## src/sv/elop_pkg.sv

```systemverilog
package elop_pkg;

	localparam int DEFAULT_COORD_BITS = 9;
	localparam int PT_W = 12;
	localparam int CFG_IDX_W = 3;
	localparam int CMD_DEPTH = 4;
	localparam int IN_TDATA_W = 8;
	localparam int OUT_TDATA_W = 2 * PT_W;

	localparam logic [1:0] QUAD_LAST = 2'd3;

	typedef enum logic [CFG_IDX_W-1:0] {
		CFG_CENTER_X    = 3'd0,
		CFG_CENTER_Y    = 3'd1,
		CFG_MAJOR_END_X = 3'd2,
		CFG_MAJOR_END_Y = 3'd3,
		CFG_MINOR_END_X = 3'd4,
		CFG_MINOR_END_Y = 3'd5
	} cfg_idx_t;

	typedef enum logic {
		CMD_ADVANCE = 1'b0,
		CMD_RESTART = 1'b1
	} cmd_t;

	typedef enum logic [1:0] {
		RGN_IDLE,
		RGN_ONE,
		RGN_TWO,
		RGN_CENTER
	} region_t;

	typedef enum logic [2:0] {
		STP_READY,
		STP_SQ,
		STP_PROD,
		STP_INIT,
		STP_RUN
	} stp_state_t;

endpackage

```

## src/sv/elop_front.sv

```systemverilog
module elop_front (
	input  logic                               clk,
	input  logic                               arst_n,
	input  logic                               s_tvalid,
	output logic                               s_tready,
	input  logic [elop_pkg::IN_TDATA_W-1:0]    s_tdata,   // [0] restart, rest zero
	output logic                               push_valid,
	input  logic                               push_ready,
	output elop_pkg::cmd_t                     push_cmd
);
	import elop_pkg::*;

	logic hold_q;
	cmd_t cmd_q;
	logic take;

	assign s_tready   = !hold_q || push_ready;
	assign take       = s_tvalid && s_tready;
	assign push_valid = hold_q;
	assign push_cmd   = cmd_q;

	always_ff @(posedge clk or negedge arst_n) begin
		if (!arst_n) begin
			hold_q <= 1'b0;
		end else if (take) begin
			hold_q <= 1'b1;
		end else if (push_ready) begin
			hold_q <= 1'b0;
		end
	end

	// classify the word: restart or plain advance
	always_ff @(posedge clk) begin
		if (take) begin
			cmd_q <= s_tdata[0] ? CMD_RESTART : CMD_ADVANCE;
		end
	end

endmodule

```

## src/sv/elop_cmd_fifo.sv

```systemverilog
module elop_cmd_fifo #(
	parameter int DEPTH = elop_pkg::CMD_DEPTH
) (
	input  logic           clk,
	input  logic           arst_n,
	input  logic           push_valid,
	output logic           push_ready,
	input  elop_pkg::cmd_t push_cmd,
	output logic           pop_valid,
	input  logic           pop_ready,
	output elop_pkg::cmd_t pop_cmd
);
	import elop_pkg::*;

	localparam int PTRW = (DEPTH > 1) ? $clog2(DEPTH) : 1;
	localparam int CNTW = $clog2(DEPTH + 1);

	cmd_t            mem_q [DEPTH];
	logic [PTRW-1:0] wr_ptr_q, rd_ptr_q;
	logic [CNTW-1:0] count_q;
	logic            do_push, do_pop;

	function automatic logic [PTRW-1:0] ptr_inc(input logic [PTRW-1:0] p);
		return (p == PTRW'(DEPTH - 1)) ? '0 : p + 1'b1;
	endfunction

	assign push_ready = (count_q != CNTW'(DEPTH));
	assign pop_valid  = (count_q != '0);
	assign pop_cmd    = mem_q[rd_ptr_q];
	assign do_push    = push_valid && push_ready;
	assign do_pop     = pop_valid && pop_ready;

	always_ff @(posedge clk or negedge arst_n) begin
		if (!arst_n) begin
			wr_ptr_q <= '0;
			rd_ptr_q <= '0;
			count_q  <= '0;
		end else begin
			if (do_push) begin
				wr_ptr_q <= ptr_inc(wr_ptr_q);
			end
			if (do_pop) begin
				rd_ptr_q <= ptr_inc(rd_ptr_q);
			end
			if (do_push && !do_pop) begin
				count_q <= count_q + 1'b1;
			end else if (do_pop && !do_push) begin
				count_q <= count_q - 1'b1;
			end
		end
	end

	always_ff @(posedge clk) begin
		if (do_push) begin
			mem_q[wr_ptr_q] <= push_cmd;
		end
	end

endmodule

```

## src/sv/elop_stepper.sv

```systemverilog
module elop_stepper #(
	parameter int COORD_BITS = elop_pkg::DEFAULT_COORD_BITS
) (
	input  logic                  clk,
	input  logic                  arst_n,
	input  logic [COORD_BITS-1:0] center_x,
	input  logic [COORD_BITS-1:0] center_y,
	input  logic [COORD_BITS-1:0] major_end_x,
	input  logic [COORD_BITS-1:0] major_end_y,
	input  logic [COORD_BITS-1:0] minor_end_x,
	input  logic [COORD_BITS-1:0] minor_end_y,
	input  logic                  cmd_valid,
	input  elop_pkg::cmd_t        cmd,
	output logic                  cmd_pop,
	output logic                  pt_valid,
	input  logic                  pt_ready,
	output logic [COORD_BITS:0]   pt_x,
	output logic [COORD_BITS:0]   pt_y,
	output logic                  pt_last
);
	import elop_pkg::*;

	localparam int AW   = COORD_BITS + 1;
	localparam int SQW  = 2 * AW;
	localparam int PW   = 3 * AW + 1;
	localparam int ACCW = 3 * AW + 5;

	stp_state_t state_q, state_d;
	region_t    region_q, region_d;

	logic [AW-1:0]  a_q, b_q, a_d, b_d;
	logic [SQW-1:0] a_sq_q, b_sq_q;
	logic [PW-1:0]  prod_a_q, prod_b_q;    // 2*b^2*a and 2*a^2*b
	logic [AW-1:0]  cur_x_q, cur_y_q, cur_x_d, cur_y_d;
	logic signed [ACCW-1:0] dx_q, dy_q, err_q, stopx_q, stopy_q, dy2_init_q;
	logic signed [ACCW-1:0] dx_d, dy_d, err_d, stopx_d, stopy_d;
	logic signed [ACCW-1:0] tas, tbs, e1;
	logic [ACCW:0]  test;
	logic           last_d;

	logic pt_valid_q, pt_last_q;
	logic [AW-1:0] pt_x_q, pt_y_q;

	logic slot_free, load_axes, load_sq, load_prod, load_init, do_step;

	function automatic logic [COORD_BITS-1:0] absdiff(input logic [COORD_BITS-1:0] p,
	                                                  input logic [COORD_BITS-1:0] q);
		return (p > q) ? p - q : q - p;
	endfunction

	assign a_d = AW'(absdiff(center_x, major_end_x)) + AW'(absdiff(center_y, major_end_y));
	assign b_d = AW'(absdiff(center_x, minor_end_x)) + AW'(absdiff(center_y, minor_end_y));

	assign slot_free = !pt_valid_q || pt_ready;

	// next state
	always_comb begin
		state_d = state_q;
		case (state_q)
			STP_READY: begin
				if (cmd_valid && cmd == CMD_RESTART) begin
					state_d = STP_SQ;
				end
			end
			STP_SQ:   state_d = STP_PROD;
			STP_PROD: state_d = STP_INIT;
			STP_INIT: state_d = STP_RUN;
			STP_RUN: begin
				if (slot_free) begin
					state_d = STP_READY;
				end
			end
			default: state_d = STP_READY;
		endcase
	end

	// control outputs
	always_comb begin
		cmd_pop   = 1'b0;
		load_axes = 1'b0;
		load_sq   = 1'b0;
		load_prod = 1'b0;
		load_init = 1'b0;
		do_step   = 1'b0;
		case (state_q)
			STP_READY: begin
				if (cmd_valid) begin
					if (cmd == CMD_RESTART) begin
						cmd_pop   = 1'b1;
						load_axes = 1'b1;
					end else if (region_q == RGN_IDLE) begin
						cmd_pop = 1'b1;     // drop: no outline active
					end else if (slot_free) begin
						cmd_pop = 1'b1;
						do_step = 1'b1;
					end
				end
			end
			STP_SQ:   load_sq   = 1'b1;
			STP_PROD: load_prod = 1'b1;
			STP_INIT: load_init = 1'b1;
			STP_RUN:  do_step   = slot_free;
			default: begin
			end
		endcase
	end

	// one midpoint step of the active region
	always_comb begin
		tas      = ACCW'({a_sq_q, 1'b0});
		tbs      = ACCW'({b_sq_q, 1'b0});
		region_d = region_q;
		cur_x_d  = cur_x_q;
		cur_y_d  = cur_y_q;
		dx_d     = dx_q;
		dy_d     = dy_q;
		err_d    = err_q;
		stopx_d  = stopx_q;
		stopy_d  = stopy_q;
		e1       = '0;
		test     = '0;
		last_d   = 1'b0;
		case (region_q)
			RGN_ONE: begin
				cur_y_d = cur_y_q + 1'b1;
				stopy_d = stopy_q + tas;
				e1      = err_q + dy_q;
				dy_d    = dy_q + tas;
				err_d   = e1;
				test    = {e1, 1'b0} + {dx_q[ACCW-1], dx_q};
				if (!test[ACCW] && test != '0) begin
					cur_x_d = cur_x_q - 1'b1;
					stopx_d = stopx_q - tbs;
					err_d   = e1 + dx_q;
					dx_d    = dx_q + tbs;
				end
				// slope reached -1, or no horizontal axis: switch to region two
				if (stopx_d < stopy_d || a_sq_q == '0) begin
					region_d = RGN_TWO;
					cur_x_d  = '0;
					cur_y_d  = b_q;
					dx_d     = ACCW'(b_sq_q);
					dy_d     = dy2_init_q;
					err_d    = '0;
					stopx_d  = '0;
					stopy_d  = ACCW'(prod_b_q);
				end
			end
			RGN_TWO: begin
				cur_x_d = cur_x_q + 1'b1;
				stopx_d = stopx_q + tbs;
				e1      = err_q + dx_q;
				dx_d    = dx_q + tbs;
				err_d   = e1;
				test    = {e1, 1'b0} + {dy_q[ACCW-1], dy_q};
				if (!test[ACCW] && test != '0) begin
					cur_y_d = cur_y_q - 1'b1;
					stopy_d = stopy_q - tas;
					err_d   = e1 + dy_q;
					dy_d    = dy_q + tas;
				end
				if (stopx_d > stopy_d || b_sq_q == '0) begin
					region_d = RGN_IDLE;
					last_d   = 1'b1;
				end
			end
			RGN_CENTER: begin
				region_d = RGN_IDLE;
				last_d   = 1'b1;
			end
			default: begin
			end
		endcase
	end

	always_ff @(posedge clk or negedge arst_n) begin
		if (!arst_n) begin
			state_q    <= STP_READY;
			region_q   <= RGN_IDLE;
			pt_valid_q <= 1'b0;
		end else begin
			state_q <= state_d;
			if (load_init) begin
				region_q <= (a_q == '0 && b_q == '0) ? RGN_CENTER : RGN_ONE;
			end else if (do_step) begin
				region_q <= region_d;
			end
			if (do_step) begin
				pt_valid_q <= 1'b1;
			end else if (pt_ready) begin
				pt_valid_q <= 1'b0;
			end
		end
	end

	always_ff @(posedge clk) begin
		if (load_axes) begin
			a_q <= a_d;
			b_q <= b_d;
		end
		if (load_sq) begin
			a_sq_q <= SQW'(a_q) * SQW'(a_q);
			b_sq_q <= SQW'(b_q) * SQW'(b_q);
		end
		if (load_prod) begin
			prod_a_q <= PW'({b_sq_q, 1'b0}) * PW'(a_q);
			prod_b_q <= PW'({a_sq_q, 1'b0}) * PW'(b_q);
		end
		if (load_init) begin
			cur_x_q    <= a_q;
			cur_y_q    <= '0;
			dx_q       <= ACCW'(b_sq_q) - ACCW'(prod_a_q);
			dy_q       <= ACCW'(a_sq_q);
			err_q      <= '0;
			stopx_q    <= ACCW'(prod_a_q);
			stopy_q    <= '0;
			dy2_init_q <= ACCW'(a_sq_q) - ACCW'(prod_b_q);
		end else if (do_step) begin
			cur_x_q <= cur_x_d;
			cur_y_q <= cur_y_d;
			dx_q    <= dx_d;
			dy_q    <= dy_d;
			err_q   <= err_d;
			stopx_q <= stopx_d;
			stopy_q <= stopy_d;
		end
		if (do_step) begin
			pt_x_q    <= cur_x_q;
			pt_y_q    <= cur_y_q;
			pt_last_q <= last_d;
		end
	end

	assign pt_valid = pt_valid_q;
	assign pt_x     = pt_x_q;
	assign pt_y     = pt_y_q;
	assign pt_last  = pt_last_q;

`ifndef SYNTHESIS
	a_pop_needs_cmd: assert property (@(posedge clk) disable iff (!arst_n)
		cmd_pop |-> cmd_valid)
		else $error("command popped from an empty queue");
	a_center_zero_axes: assert property (@(posedge clk) disable iff (!arst_n)
		region_q == RGN_CENTER |-> a_q == '0 && b_q == '0)
		else $error("single-point outline with nonzero axes");
	a_init_starts_outline: assert property (@(posedge clk) disable iff (!arst_n)
		state_q == STP_INIT |=> region_q != RGN_IDLE)
		else $error("setup finished without an active outline");
`endif

endmodule

```

## src/sv/elop_mirror.sv

```systemverilog
module elop_mirror #(
	parameter int COORD_BITS = elop_pkg::DEFAULT_COORD_BITS
) (
	input  logic                               clk,
	input  logic                               arst_n,
	input  logic [COORD_BITS-1:0]              center_x,
	input  logic [COORD_BITS-1:0]              center_y,
	input  logic                               pt_valid,
	output logic                               pt_ready,
	input  logic [COORD_BITS:0]                pt_x,
	input  logic [COORD_BITS:0]                pt_y,
	input  logic                               pt_last,
	output logic                               m_tvalid,
	input  logic                               m_tready,
	output logic [elop_pkg::OUT_TDATA_W-1:0]   m_tdata,
	output logic                               m_tlast
);
	import elop_pkg::*;

	localparam int AW = COORD_BITS + 1;
	localparam int XW = AW + PT_W;

	logic [AW-1:0]   px_q, py_q;
	logic            last_q, busy_q;
	logic [1:0]      quad_q;
	logic            m_valid_q, m_last_q;
	logic [PT_W-1:0] m_x_q, m_y_q;
	logic            out_ok, adv, take, neg_x, neg_y;
	logic [XW-1:0]   sum_x, sum_y;

	assign out_ok   = !m_valid_q || m_tready;
	assign adv      = busy_q && out_ok;
	assign pt_ready = !busy_q || (adv && quad_q == QUAD_LAST);
	assign take     = pt_valid && pt_ready;

	// quadrant order: (x,y) (-x,y) (-x,-y) (x,-y)
	assign neg_x = quad_q[0] ^ quad_q[1];
	assign neg_y = quad_q[1];
	assign sum_x = neg_x ? XW'(center_x) - XW'(px_q) : XW'(center_x) + XW'(px_q);
	assign sum_y = neg_y ? XW'(center_y) - XW'(py_q) : XW'(center_y) + XW'(py_q);

	always_ff @(posedge clk or negedge arst_n) begin
		if (!arst_n) begin
			busy_q    <= 1'b0;
			quad_q    <= '0;
			m_valid_q <= 1'b0;
		end else begin
			if (adv) begin
				quad_q <= quad_q + 1'b1;
				if (quad_q == QUAD_LAST) begin
					busy_q <= 1'b0;
				end
			end
			if (take) begin
				busy_q <= 1'b1;
			end
			if (adv) begin
				m_valid_q <= 1'b1;
			end else if (m_tready) begin
				m_valid_q <= 1'b0;
			end
		end
	end

	always_ff @(posedge clk) begin
		if (take) begin
			px_q   <= pt_x;
			py_q   <= pt_y;
			last_q <= pt_last;
		end
		if (adv) begin
			m_x_q    <= sum_x[PT_W-1:0];
			m_y_q    <= sum_y[PT_W-1:0];
			m_last_q <= last_q && (quad_q == QUAD_LAST);
		end
	end

	assign m_tvalid = m_valid_q;
	assign m_tdata  = {m_y_q, m_x_q};
	assign m_tlast  = m_last_q;

`ifndef SYNTHESIS
	a_idle_quad_zero: assert property (@(posedge clk) disable iff (!arst_n)
		!busy_q |-> quad_q == '0)
		else $error("quadrant counter not parked while idle");
	a_take_sets_busy: assert property (@(posedge clk) disable iff (!arst_n)
		take |=> busy_q && quad_q == '0)
		else $error("accepted point not loaded for mirroring");
`endif

endmodule

```

## src/sv/ellipse_outline_point_generator_top.sv

```systemverilog
// Ellipse outline generator. Write the center and the two axis end points on the cfg port
// while the block is idle; each semi-axis is the Manhattan distance from the center to its
// end point. Every input word (s_tdata[0] = restart) yields one quadrant point, sent as four
// mirrored output words (x,y) (-x,y) (-x,-y) (x,-y) offset by the center, with tlast on the
// fourth word of the final point. A restart word runs the setup steps (axes, squares,
// cross products, initial terms) before its first point. The mirror stage sends one
// output word per cycle unless m_tready stalls it. Advance words with no active outline
// give no output. Up to four commands queue between the input stage and the stepper, so
// input and output stall independently. No clearing pass after reset.
module ellipse_outline_point_generator_top #(
	parameter int COORD_BITS = elop_pkg::DEFAULT_COORD_BITS
) (
	input  logic                               clk,
	input  logic                               arst_n,
	input  logic                               cfg_we,
	input  logic [elop_pkg::CFG_IDX_W-1:0]     cfg_idx,
	input  logic [COORD_BITS-1:0]              cfg_wdata,
	input  logic                               s_tvalid,
	output logic                               s_tready,
	input  logic [elop_pkg::IN_TDATA_W-1:0]    s_tdata,   // [0] restart
	output logic                               m_tvalid,
	input  logic                               m_tready,
	output logic [elop_pkg::OUT_TDATA_W-1:0]   m_tdata,   // [11:0] point_x, [23:12] point_y
	output logic                               m_tlast    // last_point
);
	import elop_pkg::*;

	logic [COORD_BITS-1:0] center_x_q, center_y_q;
	logic [COORD_BITS-1:0] major_end_x_q, major_end_y_q;
	logic [COORD_BITS-1:0] minor_end_x_q, minor_end_y_q;

	logic push_valid, push_ready, cmd_valid, cmd_pop;
	cmd_t push_cmd, cmd;
	logic pt_valid, pt_ready, pt_last;
	logic [COORD_BITS:0] pt_x, pt_y;

	always_ff @(posedge clk or negedge arst_n) begin
		if (!arst_n) begin
			center_x_q    <= '0;
			center_y_q    <= '0;
			major_end_x_q <= '0;
			major_end_y_q <= '0;
			minor_end_x_q <= '0;
			minor_end_y_q <= '0;
		end else if (cfg_we) begin
			case (cfg_idx)
				CFG_CENTER_X:    center_x_q    <= cfg_wdata;
				CFG_CENTER_Y:    center_y_q    <= cfg_wdata;
				CFG_MAJOR_END_X: major_end_x_q <= cfg_wdata;
				CFG_MAJOR_END_Y: major_end_y_q <= cfg_wdata;
				CFG_MINOR_END_X: minor_end_x_q <= cfg_wdata;
				CFG_MINOR_END_Y: minor_end_y_q <= cfg_wdata;
				default: begin
				end
			endcase
		end
	end

	elop_front u_front (
		.clk        (clk),
		.arst_n     (arst_n),
		.s_tvalid   (s_tvalid),
		.s_tready   (s_tready),
		.s_tdata    (s_tdata),
		.push_valid (push_valid),
		.push_ready (push_ready),
		.push_cmd   (push_cmd)
	);

	elop_cmd_fifo #(
		.DEPTH (CMD_DEPTH)
	) u_fifo (
		.clk        (clk),
		.arst_n     (arst_n),
		.push_valid (push_valid),
		.push_ready (push_ready),
		.push_cmd   (push_cmd),
		.pop_valid  (cmd_valid),
		.pop_ready  (cmd_pop),
		.pop_cmd    (cmd)
	);

	elop_stepper #(
		.COORD_BITS (COORD_BITS)
	) u_stepper (
		.clk         (clk),
		.arst_n      (arst_n),
		.center_x    (center_x_q),
		.center_y    (center_y_q),
		.major_end_x (major_end_x_q),
		.major_end_y (major_end_y_q),
		.minor_end_x (minor_end_x_q),
		.minor_end_y (minor_end_y_q),
		.cmd_valid   (cmd_valid),
		.cmd         (cmd),
		.cmd_pop     (cmd_pop),
		.pt_valid    (pt_valid),
		.pt_ready    (pt_ready),
		.pt_x        (pt_x),
		.pt_y        (pt_y),
		.pt_last     (pt_last)
	);

	elop_mirror #(
		.COORD_BITS (COORD_BITS)
	) u_mirror (
		.clk      (clk),
		.arst_n   (arst_n),
		.center_x (center_x_q),
		.center_y (center_y_q),
		.pt_valid (pt_valid),
		.pt_ready (pt_ready),
		.pt_x     (pt_x),
		.pt_y     (pt_y),
		.pt_last  (pt_last),
		.m_tvalid (m_tvalid),
		.m_tready (m_tready),
		.m_tdata  (m_tdata),
		.m_tlast  (m_tlast)
	);

endmodule
```

## config.mk

```make
export PLATFORM = sky130hd
export DESIGN_NAME = ellipse_outline_point_generator_top
export DESIGN_NICKNAME = d
export VERILOG_FILES = /design/src/sv/elop_pkg.sv /design/src/sv/elop_front.sv /design/src/sv/elop_cmd_fifo.sv /design/src/sv/elop_stepper.sv /design/src/sv/elop_mirror.sv /design/src/sv/ellipse_outline_point_generator_top.sv
export SDC_FILE = /design/constraint.sdc
export NUM_CORES = 2
export LEC_CHECK = 0
export BUFFER_PORTS_ARGS = -buffer_cell sky130_fd_sc_hd__buf_2
export CAP_MARGIN = 20
export CORE_UTILIZATION = 45
export DETAILED_ROUTE_END_ITERATION = 10
export MAX_ROUTING_LAYER = met4
export PLACE_DENSITY = 0.6
export SETUP_SLACK_MARGIN = 0.1
export SLEW_MARGIN = 20
export SYNTH_ARGS = -nofsm -noshare
export SYNTH_HDL_FRONTEND = slang
export SYNTH_SLANG_ARGS = --single-unit
export TNS_END_PERCENT = 30
```

## constraint.sdc

```tcl
create_clock -name clk -period 14.6 [get_ports clk]
set_clock_uncertainty 0.1 [all_clocks]
set_input_delay 2.19 -clock clk [delete_from_list [all_inputs] [get_ports clk]]
set_output_delay 2.19 -clock clk [all_outputs]
set_load 0.02 [all_outputs]
```

==> results by group <==
Run status
  • Status: complete, no violations

Clock tree
  • CTS tree: yes
  • Post-CTS resize count: 0
  • Clock transition at path regs: 0.06 ns
  • H-tree depth: 3
  • Clk sink count: 488
  • Clk buf depth: 3
  • Post-CTS setup repair buffer count: 0
  • Insertion delay to the later sink of the worst-skew pair: approximately 0.7 ns
  • Num CTS Buffers: 67
  • CTS Hold Bufs: 0
  • CTS Root Cell: clkbuf_16

Critical path
  • Slowest-stage cell, CP: edfxtp_1
  • Worst path arrival time: between 10 and 15 ns
  • Crit. End Element: flop
  • Setup CP Type: flop to flop
  • CP peak stage delay: 0.64 ns
  • CP startpoint kind: flop
  • Flop-to-flop setup slack: around 2.3 ns
  • Worst path bufs/invs: 2
  • Critical path required time: ~15 ns
  • Critical Path Most Common Cell: a21o_1
  • Reg2reg start: u_stepper.dx_q[1]
  • Reg2reg path depth: 43
  • Crit Path Max Fanout: 19
  • Worst r2r dst: u_stepper.region_q[1]
  • Family with the most delay on the worst path: compound AO/OA/AOI/OAI gates

Timing
  • RSZ-0062 raised after global routing: false
  • Max transition margin: 24.42%
  • Max-slew violations: 0
  • Worst Tran Pin Value: 1.127 ns
  • Final cycle utilization of the critical path: 84.35%
  • Peak Freq: just over 80 MHz
  • # setup viols final: 0
  • Tmin final: 12.32 ns
  • TNS Setup: 0 ns
  • Final hold vios: 0

Finish
  • Layout cells sized above 1: 5.844%
  • Fill count: 13,330
  • Synth-to-Final Area Change: 7.762%
  • Most common cell after layout, fill and taps aside: ha_1
  • Number of nets in the layout: 8,448
  • Most frequent cells in the layout: ha_1, inv_1, nand2_1
  • Design area: 67,850 µm²

Floorplanning
  • Die Width: around 380 µm
  • Core Area: 138,200 µm²
  • Row count: 136
  • Die Area: between 100,000 and 150,000 µm²
  • # IOs: 52
  • Initial Util: 45.57%
  • DIE HEIGHT: 376.1 µm

Logic synthesis
  • Synth area leaders: ha_1, edfxtp_1, fa_1
  • Most used DFF post-synth: edfxtp_1
  • Mapped cell area: 62,960 µm²
  • Async SR Flop Fraction: 14.75%
  • Avg Inst Size Synth: approximately 8.6 µm²
  • Synth Register Bits: 488
  • Cell taking the most area after synthesis: ha_1
  • Synthesized instance count: around 7,300
  • Netlist cell types: 100
  • Ys Warns: 0
  • Yosys top cell area share: 15.90%
  • Post-synth EDFFs: approximately 320
  • Register area share after synthesis: 21.14%

Route
  • DRC: 0
  • WL final: between 150 and 200 mm
  • Wire per inst: 21.24 µm
  • Initial drt markers: around 4,100
  • Antenna Violating Nets Remaining: 0
  • Total iterations of the first detailed-routing run: 6
  • Via count of the routed design: 53,240
  • Vias per cell: ~5.8

GRT
  • Total congestion overflow: 0
  • Initial antenna violation count: 5
  • Total global-route track usage: 28.21%
  • Largest net degree at the start of global routing: between 100 and 150
  • First-pass GRT wire length: a little over 300 mm
  • Vias in the first global route: around 52,000

Place
  • Port-buffer cells: 44
  • Hpwl dp: approximately 150 mm
  • Post-DP Area: 65,380 µm²
  • GP Congestion: 0.9618

Worst hold path
  • HP Class: flop to flop
  • Hold EP: u_mirror.px_q[3]
  • Cells on Worst Hold Path: 0
  • Hold Crit Start: u_stepper.pt_x[3]

Flow run
  • Max Cap Viol: 0
## logic make-up (layout without fill, tap and decap cells)
logic type	Yosys count	after routing	share of synthesized area, %
AOI/OAI and AO/OA	1841	1841	18.99
DFF	488	488	21.14
adders and majority gates	1187	1187	28.20
buffers and inverters	1058	1051	6.403
and+or+nand+nor	2034	2034	15.22
xor gates and xnor gates	523	523	7.275
other	2	9	0.01193
muxes	157	157	2.742
## per-stage QoR
stage / utilization (%) / setup WS (ns) / instances / hold WS (ns)
after floorplan: - / 4.739 / 7296 / 0.3003
after global placement: 47.32 / 2.439 / 9027 / 0.3021
after detailed placement: 47.32 / 2.361 / 9027 / 0.3045
after CTS: 49.04 / 2.360 / 9149 / 0.3125
after global routing: 49.10 / 1.824 / 9152 / 0.3161
final: 49.10 / 2.284 / 9153 / 0.3103
## cell usage after synthesis, drive strengths merged, types with 15 or more instances
library cell and n:
a31oi 47, o22a 17, o31ai 36, or3 41, xnor2 355, nand2 609
nor3 119, inv 756, nor4 41, o21bai 108, and2 173, a21oi 543
edfxtp 318, o21a 71, o211ai 44, o2111ai 15, buf 39, o22ai 29
xor2 168, a2111oi 17, and3 64, mux2i 90, nand2b 70, or2 22
nand3 101, dfrtp 72, a22oi 26, nor2b 71, o21ai 380, a221oi 39
a21o 178, o221ai 17, a21boi 28, mux2 66, clkbuf 256, fa 387
nand4 70, a211oi 89, dfxtp 98, nor3b 15, ha 800, nor2 595
## worst max path at each step
| stage | start | endpoint | slack [ns] | cells after the start |
|---|---|---|---|---|
| after floorplan | u_stepper.dy_q[0] | u_stepper.cur_x_q[0] | 4.74 | 42 |
| after global placement | u_stepper.dx_q[1] | u_stepper.region_q[1] | 2.44 | 43 |
| after detailed placement | u_stepper.dx_q[1] | u_stepper.region_q[1] | 2.36 | 43 |
| after CTS | u_stepper.dx_q[1] | u_stepper.region_q[1] | 2.36 | 43 |
| after global routing | u_stepper.dy_q[0] | u_stepper.dx_q[11] | 1.82 | 45 |
| final | u_stepper.dx_q[1] | u_stepper.region_q[1] | 2.28 | 43 |
## per-layer routing
metal	global-route usage (%)	vias to the layer above	wire (µm)
met5	-	-	0
met4	8.598	0	5961
met3	3.071	289	11920
met2	44.69	1601	88120
met1	37.88	26000	88380
li1	-	25350	-
## flip-flops by register name (all words and copies together), names as in the netlist, 12 cells and up
name	count
u_mirror.m_x_q	12
u_mirror.m_y_q	12
u_stepper.a_sq_q	19
u_stepper.b_sq_q	19
u_stepper.dx_q	35
u_stepper.dy2_init_q	32
u_stepper.dy_q	35
u_stepper.err_q	35
u_stepper.prod_a_q	30
u_stepper.prod_b_q	30
u_stepper.stopx_q	35
u_stepper.stopy_q	34
## area by class of cell
class                           instances  area (µm²)  share of cell area, %
Antenna cell                            1       2.502               0.003688
Inverter                              763        2869                  4.229
Clock buffer                           84        1810                  2.668
Sequential cell                       488       13310                  19.62
Multi-Input combinational cell       5750       45730                  67.40
Tap cell                             1863        2331                  3.436
Clock inverter                         38       571.8                 0.8428
Timing Repair Buffer                  166        1224                  1.804
Power is not shown: default switching activity piles up to over one toggle a cycle in this logic, so the estimate is an artifact.
